**src/rtl/tagged_field_section_parser_core_macros.svh**
```systemverilog
// Assertion macros for the tagged-field parser
`ifndef TAGGED_FIELD_SECTION_PARSER_CORE_MACROS_SVH
`define TAGGED_FIELD_SECTION_PARSER_CORE_MACROS_SVH
`ifndef SYNTH
`define TFSP_ASSERT_IMPL(label, clk, rst_n, a, c) \
  label: assert property (@(posedge clk) disable iff (!rst_n) (a) |-> (c)) \
    else $error("tfsp: implication failed");
`define TFSP_ASSERT_NEXT(label, clk, rst_n, a, c) \
  label: assert property (@(posedge clk) disable iff (!rst_n) (a) |=> (c)) \
    else $error("tfsp: next-cycle check failed");
`else
`define TFSP_ASSERT_IMPL(label, clk, rst_n, a, c)
`define TFSP_ASSERT_NEXT(label, clk, rst_n, a, c)
`endif
`endif

```
**src/rtl/tfsp_pkg.sv**
```systemverilog
package tfsp_pkg;
  localparam int unsigned MaxSeenTagsDefault = 16;
  localparam int unsigned MaxVarintBytes     = 5;
  localparam logic [30:0] BudgetReset   = 31'd1048576;
  localparam logic [17:0] TagLimitReset = 18'd131072;

  localparam logic [0:0] CfgBudget   = 1'b0;
  localparam logic [0:0] CfgTagLimit = 1'b1;

  localparam logic [1:0] KindPay   = 2'd0;
  localparam logic [1:0] KindEmpty = 2'd1;
  localparam logic [1:0] KindDone  = 2'd2;
  localparam logic [1:0] KindErr   = 2'd3;

  localparam logic [2:0] ErrNone     = 3'd0;
  localparam logic [2:0] ErrBudget   = 3'd1;
  localparam logic [2:0] ErrSize     = 3'd2;
  localparam logic [2:0] ErrShort    = 3'd3;
  localparam logic [2:0] ErrDup      = 3'd4;
  localparam logic [2:0] ErrVarint   = 3'd5;
  localparam logic [2:0] ErrTblFull  = 3'd6;

  typedef struct packed {
    logic       command;
    logic [7:0] data_byte;
  } in_item_t;

  typedef struct packed {
    logic [1:0]  kind;
    logic [31:0] tag_id;
    logic [7:0]  payload_byte;
    logic        tag_end;
    logic [31:0] bytes_consumed;
    logic [2:0]  error_code;
    logic        last_of_run;
  } out_item_t;

  // search request / reply between sequencer and seen-id table
  typedef struct packed {
    logic        start;
    logic        clear;
    logic [31:0] id;
  } srch_req_t;

  typedef struct packed {
    logic done;
    logic dup;
    logic full;
  } srch_rsp_t;
endpackage

```
**src/rtl/tfsp_seen_table.sv**
```systemverilog
module tfsp_seen_table #(
  parameter int unsigned MAX_SEEN_TAGS = tfsp_pkg::MaxSeenTagsDefault
) (
  input  logic               clk,
  input  logic               rst_n,
  input  tfsp_pkg::srch_req_t req,
  output tfsp_pkg::srch_rsp_t rsp
);
  import tfsp_pkg::*;

  localparam int unsigned IW = (MAX_SEEN_TAGS > 1) ? $clog2(MAX_SEEN_TAGS) : 1;
  localparam int unsigned CW = $clog2(MAX_SEEN_TAGS + 1);

  logic [31:0] mem [MAX_SEEN_TAGS];
  logic [31:0] rd_r;
  logic [CW-1:0] cnt_r, cnt_nxt;
  logic [CW-1:0] idx_r, idx_nxt;
  logic [31:0] key_r, key_nxt;
  logic [1:0]  st_r, st_nxt;
  logic        wr;
  srch_rsp_t   rsp_nxt, rsp_r;

  localparam logic [1:0] S_IDLE = 2'd0;
  localparam logic [1:0] S_RD   = 2'd1;
  localparam logic [1:0] S_CMP  = 2'd2;

  // entries are read one at a time, each compared the cycle after it is read
  always_ff @(posedge clk) begin
    if (st_r == S_RD && idx_r < cnt_r) begin
      rd_r <= mem[idx_r[IW-1:0]];
    end
    if (wr) begin
      mem[cnt_r[IW-1:0]] <= key_r;
    end
  end

  always_comb begin
    st_nxt  = st_r;
    idx_nxt = idx_r;
    cnt_nxt = cnt_r;
    key_nxt = key_r;
    rsp_nxt = '0;
    wr      = 1'b0;
    unique case (st_r)
      S_IDLE: begin
        if (req.clear) begin
          cnt_nxt = '0;
        end
        if (req.start) begin
          key_nxt = req.id;
          idx_nxt = '0;
          st_nxt  = S_RD;
        end
      end
      S_RD: begin
        if (idx_r < cnt_r) begin
          st_nxt = S_CMP;
        end else if (cnt_r >= CW'(MAX_SEEN_TAGS)) begin
          rsp_nxt = '{done: 1'b1, dup: 1'b0, full: 1'b1};
          st_nxt  = S_IDLE;
        end else begin
          wr      = 1'b1;
          cnt_nxt = cnt_r + 1'b1;
          rsp_nxt = '{done: 1'b1, dup: 1'b0, full: 1'b0};
          st_nxt  = S_IDLE;
        end
      end
      S_CMP: begin
        if (rd_r == key_r) begin
          rsp_nxt = '{done: 1'b1, dup: 1'b1, full: 1'b0};
          st_nxt  = S_IDLE;
        end else begin
          idx_nxt = idx_r + 1'b1;
          st_nxt  = S_RD;
        end
      end
      default: st_nxt = S_IDLE;
    endcase
  end

  always_ff @(posedge clk) begin
    if (!rst_n) begin
      st_r  <= S_IDLE;
      cnt_r <= '0;
      rsp_r <= '0;
    end else begin
      st_r  <= st_nxt;
      cnt_r <= cnt_nxt;
      rsp_r <= rsp_nxt;
    end
    idx_r <= idx_nxt;
    key_r <= key_nxt;
  end

  assign rsp = rsp_r;
endmodule

```
**src/rtl/tagged_field_section_parser_core.sv**
```systemverilog
// A stream byte is registered, then executed by the sequencer; a byte that ends a
// tag adds a seen-id search that reads and compares each stored id in turn.
// A new byte is taken only after the last one is through, as set by the single
// sequencer and the blocking output register.
// Up to two results per byte leave through a one-entry output register.
// Reset: synchronous, active low; restores register defaults and idle state.
module tagged_field_section_parser_core #(
  parameter int unsigned MAX_SEEN_TAGS = tfsp_pkg::MaxSeenTagsDefault
) (
  input  logic                 clk,
  input  logic                 rst_n,
  input  logic                 in_valid,
  output logic                 in_ready,
  input  tfsp_pkg::in_item_t   in_data,
  output logic                 out_valid,
  input  logic                 out_ready,
  output tfsp_pkg::out_item_t  out_data,
  input  logic                 cfg_we,
  input  logic [0:0]           cfg_index,
  input  logic [30:0]          cfg_wdata
);
  import tfsp_pkg::*;
  `include "tagged_field_section_parser_core_macros.svh"

  localparam logic [2:0] PH_IDLE = 3'd0;
  localparam logic [2:0] PH_ID   = 3'd1;
  localparam logic [2:0] PH_LEN  = 3'd2;
  localparam logic [2:0] PH_PAY  = 3'd3;
  localparam logic [2:0] PH_HALT = 3'd4;

  // sequencer states
  localparam logic [2:0] Q_IDLE = 3'd0;
  localparam logic [2:0] Q_EXEC = 3'd1;
  localparam logic [2:0] Q_OUT1 = 3'd2;
  localparam logic [2:0] Q_SRCH = 3'd3;
  localparam logic [2:0] Q_OUT2 = 3'd4;

  logic [30:0] budget_r;
  logic [17:0] limit_r;
  logic [2:0]  ph_r, ph_nxt;
  logic [31:0] acc_r, acc_nxt;
  logic [2:0]  vcnt_r, vcnt_nxt;
  logic [31:0] tags_r, tags_nxt;
  logic [31:0] cid_r, cid_nxt;
  logic [17:0] prem_r, prem_nxt;
  logic [31:0] tot_r, tot_nxt;
  logic [2:0]  sq_r, sq_nxt;
  in_item_t    item_r;
  out_item_t   o1_r, o1_nxt;
  out_item_t   ob_r, ob_nxt;
  logic        ov_r, ov_nxt;
  logic        srch_pend_r, srch_pend_nxt;
  srch_req_t   req;
  srch_rsp_t   rsp;

  tfsp_seen_table #(.MAX_SEEN_TAGS(MAX_SEEN_TAGS)) u_tbl (
    .clk(clk), .rst_n(rst_n), .req(req), .rsp(rsp)
  );

  always_ff @(posedge clk) begin
    if (!rst_n) begin
      budget_r <= BudgetReset;
      limit_r  <= TagLimitReset;
    end else if (cfg_we) begin
      unique case (cfg_index)
        CfgBudget:   budget_r <= cfg_wdata;
        CfgTagLimit: limit_r  <= cfg_wdata[17:0];
        default: ;
      endcase
    end
  end

  assign in_ready = (sq_r == Q_IDLE) && !ov_r;

  // varint decode, budget room and checks
  logic        vd_more, vd_done, vd_long;
  logic [31:0] vd_val, tot_inc, room, part;
  logic        newsec;

  always_comb begin
    newsec  = (ph_r == PH_IDLE) && (vcnt_r == 3'd0);
    tot_inc = newsec ? 32'd1 : ((tot_r == 32'hFFFF_FFFF) ? tot_r : tot_r + 32'd1);
    part    = '0;
    case (vcnt_r)
      3'd0: part = {25'd0, item_r.data_byte[6:0]};
      3'd1: part = {18'd0, item_r.data_byte[6:0], 7'd0};
      3'd2: part = {11'd0, item_r.data_byte[6:0], 14'd0};
      3'd3: part = {4'd0, item_r.data_byte[6:0], 21'd0};
      3'd4: part = {item_r.data_byte[3:0], 28'd0};
      default: part = '0;
    endcase
    vd_val  = acc_r | part;
    vd_long = (vcnt_r >= 3'(MaxVarintBytes)) ||
              (item_r.data_byte[7] && (vcnt_r + 3'd1 >= 3'(MaxVarintBytes)));
    vd_done = !vd_long && !item_r.data_byte[7];
    vd_more = !vd_long && item_r.data_byte[7];
    room    = ({1'b0, budget_r} > tot_inc) ? ({1'b0, budget_r} - tot_inc) : 32'd0;
  end

  function automatic out_item_t mk(logic [1:0] k, logic [31:0] id, logic [7:0] pb,
                                   logic te, logic [31:0] tot, logic [2:0] ec);
    out_item_t o;
    o.kind = k; o.tag_id = id; o.payload_byte = pb; o.tag_end = te;
    o.bytes_consumed = tot; o.error_code = ec; o.last_of_run = 1'b1;
    return o;
  endfunction

  always_comb begin
    ph_nxt = ph_r; acc_nxt = acc_r; vcnt_nxt = vcnt_r; tags_nxt = tags_r;
    cid_nxt = cid_r; prem_nxt = prem_r; tot_nxt = tot_r; sq_nxt = sq_r;
    o1_nxt = o1_r; ob_nxt = ob_r; ov_nxt = ov_r; srch_pend_nxt = srch_pend_r;
    req = '0;
    if (out_valid && out_ready) begin
      ov_nxt = 1'b0;
    end
    unique case (sq_r)
      Q_IDLE: begin
        if (in_valid && in_ready) begin
          sq_nxt = Q_EXEC;
        end
      end
      Q_EXEC: begin
        sq_nxt = Q_IDLE;
        srch_pend_nxt = 1'b0;
        if (item_r.command) begin
          if (ph_r == PH_HALT) begin
            ph_nxt = PH_IDLE;
          end else if (!newsec) begin
            o1_nxt = mk(KindErr, cid_r, 8'd0, 1'b0, tot_r, ErrShort);
            ph_nxt = PH_HALT; acc_nxt = '0; vcnt_nxt = '0;
            sq_nxt = Q_OUT1;
          end
        end else if (ph_r != PH_HALT) begin
          tot_nxt = tot_inc;
          if (newsec) begin
            cid_nxt = '0;
            req.clear = 1'b1;
          end
          if (ph_r == PH_PAY) begin
            prem_nxt = prem_r - 18'd1;
            o1_nxt = mk(KindPay, cid_r, item_r.data_byte, prem_nxt == '0, tot_inc, ErrNone);
            srch_pend_nxt = (prem_nxt == '0);
            o1_nxt.last_of_run = !srch_pend_nxt;
            sq_nxt = Q_OUT1;
          end else if (vd_long) begin
            o1_nxt = mk(KindErr, newsec ? 32'd0 : cid_r, 8'd0, 1'b0, tot_inc, ErrVarint);
            ph_nxt = PH_HALT; acc_nxt = '0; vcnt_nxt = '0;
            sq_nxt = Q_OUT1;
          end else if (vd_more) begin
            acc_nxt = vd_val; vcnt_nxt = vcnt_r + 3'd1;
          end else begin
            acc_nxt = '0; vcnt_nxt = '0;
            if (ph_r == PH_IDLE) begin
              if (vd_val == '0) begin
                o1_nxt = mk(KindDone, 32'd0, 8'd0, 1'b0, tot_inc, ErrNone);
                sq_nxt = Q_OUT1;
              end else begin
                tags_nxt = vd_val; ph_nxt = PH_ID;
              end
            end else if (ph_r == PH_ID) begin
              cid_nxt = vd_val; ph_nxt = PH_LEN;
            end else if (vd_val > room) begin
              o1_nxt = mk(KindErr, cid_r, 8'd0, 1'b0, tot_inc, ErrBudget);
              ph_nxt = PH_HALT; sq_nxt = Q_OUT1;
            end else if (vd_val > {14'd0, limit_r}) begin
              o1_nxt = mk(KindErr, cid_r, 8'd0, 1'b0, tot_inc, ErrSize);
              ph_nxt = PH_HALT; sq_nxt = Q_OUT1;
            end else if (vd_val == '0) begin
              o1_nxt = mk(KindEmpty, cid_r, 8'd0, 1'b1, tot_inc, ErrNone);
              o1_nxt.last_of_run = 1'b0;
              srch_pend_nxt = 1'b1;
              sq_nxt = Q_OUT1;
            end else begin
              prem_nxt = vd_val[17:0]; ph_nxt = PH_PAY;
            end
          end
        end
      end
      Q_OUT1: begin
        if (!ov_nxt) begin
          ob_nxt = o1_r; ov_nxt = 1'b1;
          if (srch_pend_r) begin
            req.start = 1'b1; req.id = cid_r;
            sq_nxt = Q_SRCH;
          end else begin
            sq_nxt = Q_IDLE;
          end
        end
      end
      Q_SRCH: begin
        if (rsp.done) begin
          srch_pend_nxt = 1'b0;
          if (rsp.dup || rsp.full) begin
            o1_nxt = mk(KindErr, cid_r, 8'd0, 1'b0, tot_r, rsp.dup ? ErrDup : ErrTblFull);
            ph_nxt = PH_HALT;
            sq_nxt = Q_OUT2;
          end else begin
            tags_nxt = tags_r - 32'd1;
            if (tags_r == 32'd1) begin
              o1_nxt = mk(KindDone, 32'd0, 8'd0, 1'b0, tot_r, ErrNone);
              ph_nxt = PH_IDLE;
              sq_nxt = Q_OUT2;
            end else begin
              ph_nxt = PH_ID;
              o1_nxt = ob_r;
              ob_nxt.last_of_run = 1'b1;
              sq_nxt = Q_OUT2;
            end
          end
        end
      end
      Q_OUT2: begin
        // a tag end with no second result re-emits nothing: flag in o1 kind
        if (!ov_nxt) begin
          if (!(o1_r.kind == KindPay || o1_r.kind == KindEmpty)) begin
            ob_nxt = o1_r; ov_nxt = 1'b1;
          end
          sq_nxt = Q_IDLE;
        end
      end
      default: sq_nxt = Q_IDLE;
    endcase
  end

  // Tag end: the first result sits in the output register with its last flag
  // low until the seen-id search tells whether a second result follows.
  logic hold_last;
  assign hold_last = (sq_r == Q_SRCH);

  always_ff @(posedge clk) begin
    if (!rst_n) begin
      sq_r <= Q_IDLE; ph_r <= PH_IDLE; vcnt_r <= '0; acc_r <= '0;
      tags_r <= '0; cid_r <= '0; prem_r <= '0; tot_r <= '0;
      ov_r <= 1'b0; srch_pend_r <= 1'b0;
    end else begin
      sq_r <= sq_nxt; ph_r <= ph_nxt; vcnt_r <= vcnt_nxt; acc_r <= acc_nxt;
      tags_r <= tags_nxt; cid_r <= cid_nxt; prem_r <= prem_nxt; tot_r <= tot_nxt;
      ov_r <= ov_nxt; srch_pend_r <= srch_pend_nxt;
    end
    o1_r <= o1_nxt;
    ob_r <= ob_nxt;
    if (in_valid && in_ready) begin
      item_r <= in_data;
    end
  end

  // the first result of a tag end is held back until its last flag is known
  assign out_valid = ov_r && !hold_last;
  assign out_data  = ob_r;

  `TFSP_ASSERT_IMPL(a_no_accept_busy, clk, rst_n, sq_r != Q_IDLE, !in_ready)
  `TFSP_ASSERT_IMPL(a_err_code, clk, rst_n, out_valid && out_data.kind != KindErr,
                    out_data.error_code == ErrNone)
  `TFSP_ASSERT_NEXT(a_accept_exec, clk, rst_n, in_valid && in_ready, sq_r == Q_EXEC)
endmodule
```
**config.mk**
```make
export PLATFORM = sky130hd
export DESIGN_NAME = tagged_field_section_parser_core
export DESIGN_NICKNAME = d
export VERILOG_FILES = /design/src/rtl/tfsp_pkg.sv /design/src/rtl/tfsp_seen_table.sv /design/src/rtl/tagged_field_section_parser_core.sv
export VERILOG_INCLUDE_DIRS = /design/src /design/src/rtl
export SDC_FILE = /design/constraint.sdc
export NUM_CORES = 2
export LEC_CHECK = 0
export BUFFER_PORTS_ARGS = -buffer_cell sky130_fd_sc_hd__buf_2
export CORE_AREA = 2 2 295 370
export DETAILED_ROUTE_END_ITERATION = 8
export DIE_AREA = 0 0 297 372
export HOLD_SLACK_MARGIN = 0.06
export PLACE_DENSITY_LB_ADDON = 0.12
export SETUP_SLACK_MARGIN = 0.1
export SLEW_MARGIN = 20
export SYNTH_ARGS = -nofsm -noshare
export SYNTH_HDL_FRONTEND = slang
export SYNTH_SLANG_ARGS = --single-unit
```
**constraint.sdc**
```tcl
create_clock -name clk -period 10 [get_ports clk]
set_clock_uncertainty 0.15 [all_clocks]
set_input_delay 1.5 -clock clk [delete_from_list [all_inputs] [get_ports clk]]
set_output_delay 1.5 -clock clk [all_outputs]
set_load 0.02 [all_outputs]
```
==> flow_summary.json <==
{
  "fmax_mhz": 114,
  "grt_max_degree": 89,
  "critPathKind": "reg2reg",
  "final_cell_mix": "edfxtp_1 (748), nand2_1 (292), nor2_1 (217), dfxtp_1 (216), a21oi_1 (211)",
  "fin_ws_ns": 1.21,
  "fillCellCount": 9748,
  "holdBufCountCts": 0,
  "antenna_found_initial": 0,
  "first_global_vias": 27900,
  "crit_required_ns": 10.43,
  "async_reset_ff_share_pct": 0,
  "syn_area_per_cell_sq_um": 13.3,
  "start_util_pct": 39.5,
  "rows": 135,
  "vias": 27400,
  "diodes": 0,
  "multiInputGateArea_sq_um": 14800,
  "clkPwrFrac_pct": 41.1,
  "synth_ff_type": "edfxtp_1",
  "ys_ff_latch": 964,
  "cts_buffers": 98,
  "syn_nets": 3343,
  "io_pins": 127,
  "seqPwrFrac_pct": 51.0,
  "start_kind": "flop",
  "timing.hold.ws_ns": 0.256,
  "syn_inst": 3192,
  "ys_seq_area_share_pct": 63.0,
  "grt_pass1_wl_microns": 184000,
  "dpl-instance-area_sq_um": 44800,
  "drt_iter0_drc": 2272,
  "status": "completed",
  "path_clk_slew_ns": 0.06,
  "synth-warning-count": 0,
  "grtUsageTotal_pct": 22.4,
  "viasPerCell": 5.70,
  "fin_tns_setup_ns": 0,
  "setup_violations": 0,
  "reg2reg_slack_ns": 1.21,
  "cp_data_arrival_time_ns": 9.22,
  "wl_per_cell_microns": 26.1,
  "clock_latency_ns": 0.69,
  "worstMarginPinSlew_ns": 1.13,
  "slew_headroom_pct": 25.0,
  "drcViolationCount": 0,
  "cts_tree": "built",
  "rsz0062_at_grt": "false",
  "synth_area_leaders": "edfxtp_1 (53%), dfxtp_1 (10%), mux4_2 (8.5%), ha_1 (3.1%), nand2_1 (2.6%)",
  "hold_viol": 0,
  "area_delta_synth_final_pct": 12.8,
  "worstPathMaxFanout": 18,
  "peakVddDrop_v": 0.000126,
  "overflow": 0,
  "min_period_over_period_pct": 87.9,
  "fin_nets": 3446,
  "synth_top_area_share_pct": 52.9,
  "post-cts-setup-buffers": 0,
  "switchingPower_mw": 2.12,
  "layout_commonest_cell": "edfxtp_1",
  "comb_power_share_pct": 7.9,
  "cp-end-kind": "flop",
  "ant_nets": 0,
  "swShare_pct": 24.6,
  "post-route-util_pct": 44.6,
  "dp_hpwl_microns": 79400,
  "synth_top_cell_by_area": "edfxtp_1",
  "seqCellArea_sq_um": 26800,
  "die_width_microns": 297,
  "drv_cap": 0,
  "period_minus_slack_ns": 8.79,
  "leakage_nw": 17.1,
  "hold_class": "reg2reg",
  "drive_gt1_share_pct": 16.6,
  "htreeDepth": 3,
  "die_area_sq_um": 110000,
  "core_sq_um": 107000,
  "synth_enable_flop_cells": 748,
  "cts.sinks": 964,
  "globalplace.congestion": 0.881,
  "port_buffers": 126,
  "cts-root-buf": "clkbuf_16",
  "slew_viol_final": 0,
  "power.density_nw_per_um2": 180,
  "wl_microns": 125000,
  "post_cts_resize_count": 0,
  "yosys.cell_types.count": 88,
  "syn-cell-area_sq_um": 42500,
  "clock_path_buffers": 3,
  "fin_area_sq_um": 47900,
  "intPower_mw": 6.51,
  "die_h_microns": 372,
  "place_worst_setup_slack_ns": 1.34,
  "firstDrtPassIters": 5
}
## through the flow
| step | total power, mW | instances |
|---|---|---|
| 2_1_floorplan | 4.91 | 3192 |
| 6_report | 8.63 | 4815 |
| 5_1_grt | 8.92 | 4815 |
| 4_1_cts | 8.72 | 4814 |
| 3_3_place_gp | 5.15 | 4632 |
| 3_5_place_dp | 5.16 | 4632 |
## sequential cells by signal, summed over array words and instances, names as in the netlist
register     count
srch_pend_r      1
u_tbl.rsp        3
u_tbl.mem      512
u_tbl.key_r     32
budget_r        31
u_tbl.cnt_r      5
u_tbl.rd_r      32
u_tbl.st_r       2
u_tbl.idx_r      5
out_data        79
ov_r             1
item_r           9
prem_r          18
tags_r          32
sq_r             3
cid_r           32
limit_r         18
acc_r           32
ph_r             3
vcnt_r           3
o1_r            79
tot_r           32
## worst max-delay path, stage by stage (launching register included)
cell	delay, ns
dfxtp_1	0.51
nand4_1	0.26
nor4_2	0.57
buf_4	0.27
and4_4	0.26
a21oi_1	0.22
and3_1	0.28
xor2_1	0.12
nand2_1	0.13
ha_1	0.44
and2_1	0.19
nand3_1	0.17
o211ai_1	0.54
a21oi_1	0.19
a211oi_1	0.30
o21a_1	0.50
buf_4	0.31
nand2_1	0.08
mux2_2	0.27
ha_1	0.32
a21oi_1	0.16
o21ai_0	0.13
a211oi_1	0.21
or3_1	0.17
a31o_2	0.30
nand4b_1	0.68
and2_1	0.60
o221a_2	0.34
## layer usage
metal	vias up	wire length, microns	track usage, %
li1	12400	-	-
met4	0	4320	8.50
met5	-	0	0
met2	832	63800	39.7
met3	201	5990	2.72
met1	14000	51400	28.0
## power by group through the flow
stage	clock network [mW]	logic, mW	registers, mW
final	3.55	0.686	4.40
after global routing	3.78	0.744	4.40
after CTS	3.64	0.683	4.40
after detailed placement	0	0.680	4.48
after global placement	0	0.669	4.48
after floorplan	0	0.440	4.47
## cell families after synthesis
family	after synthesis	share of synthesized area [%]
compound gates	690	10.4
xor+xnor	93	1.92
fa+ha+maj	105	3.11
buf+inv	274	2.51
flops	964	63.0
mux	186	9.12
simple gates	880	9.90
## cell usage after synthesis (all sizes together) (13+ instances only)
| cell type | n |
|---|---|
| edfxtp | 748 |
| nand2 | 292 |
| nor2 | 231 |
| dfxtp | 216 |
| a21oi | 211 |
| mux4 | 160 |
| o21ai | 153 |
| clkbuf | 139 |
| ha | 104 |
| inv | 92 |
| nor3 | 59 |
| xor2 | 56 |
| a31oi | 55 |
| and2 | 54 |
| nand3 | 50 |
| a22o | 43 |
| buf | 43 |
| a211oi | 38 |
| nor4 | 38 |
| xnor2 | 37 |
| nand4 | 32 |
| a21o | 29 |
| and3 | 25 |
| a22oi | 23 |
| nand2b | 19 |
| nor2b | 19 |
| mux2i | 16 |
| o21a | 14 |
| or3 | 14 |
| o22ai | 13 |
| o31ai | 13 |
## final timing paths
path,from,to,depth (start not counted)
max,tot_r[11],prem_r[7],27
min,o1_r[14],out_data[14],0
max reg2reg,tot_r[11],prem_r[7],27
min reg2reg,o1_r[14],out_data[14],0
## cell type report
type,instances,area share (%)
flip-flops and latches,964,55.9
multi-input cells,1954,31.0
clock buffers,119,5.37
well taps,1438,3.75
repair buffers,185,2.28
clock inverters,63,1.01
inverters,92,0.723
Note: power is estimated with default switching activity, not from simulation.
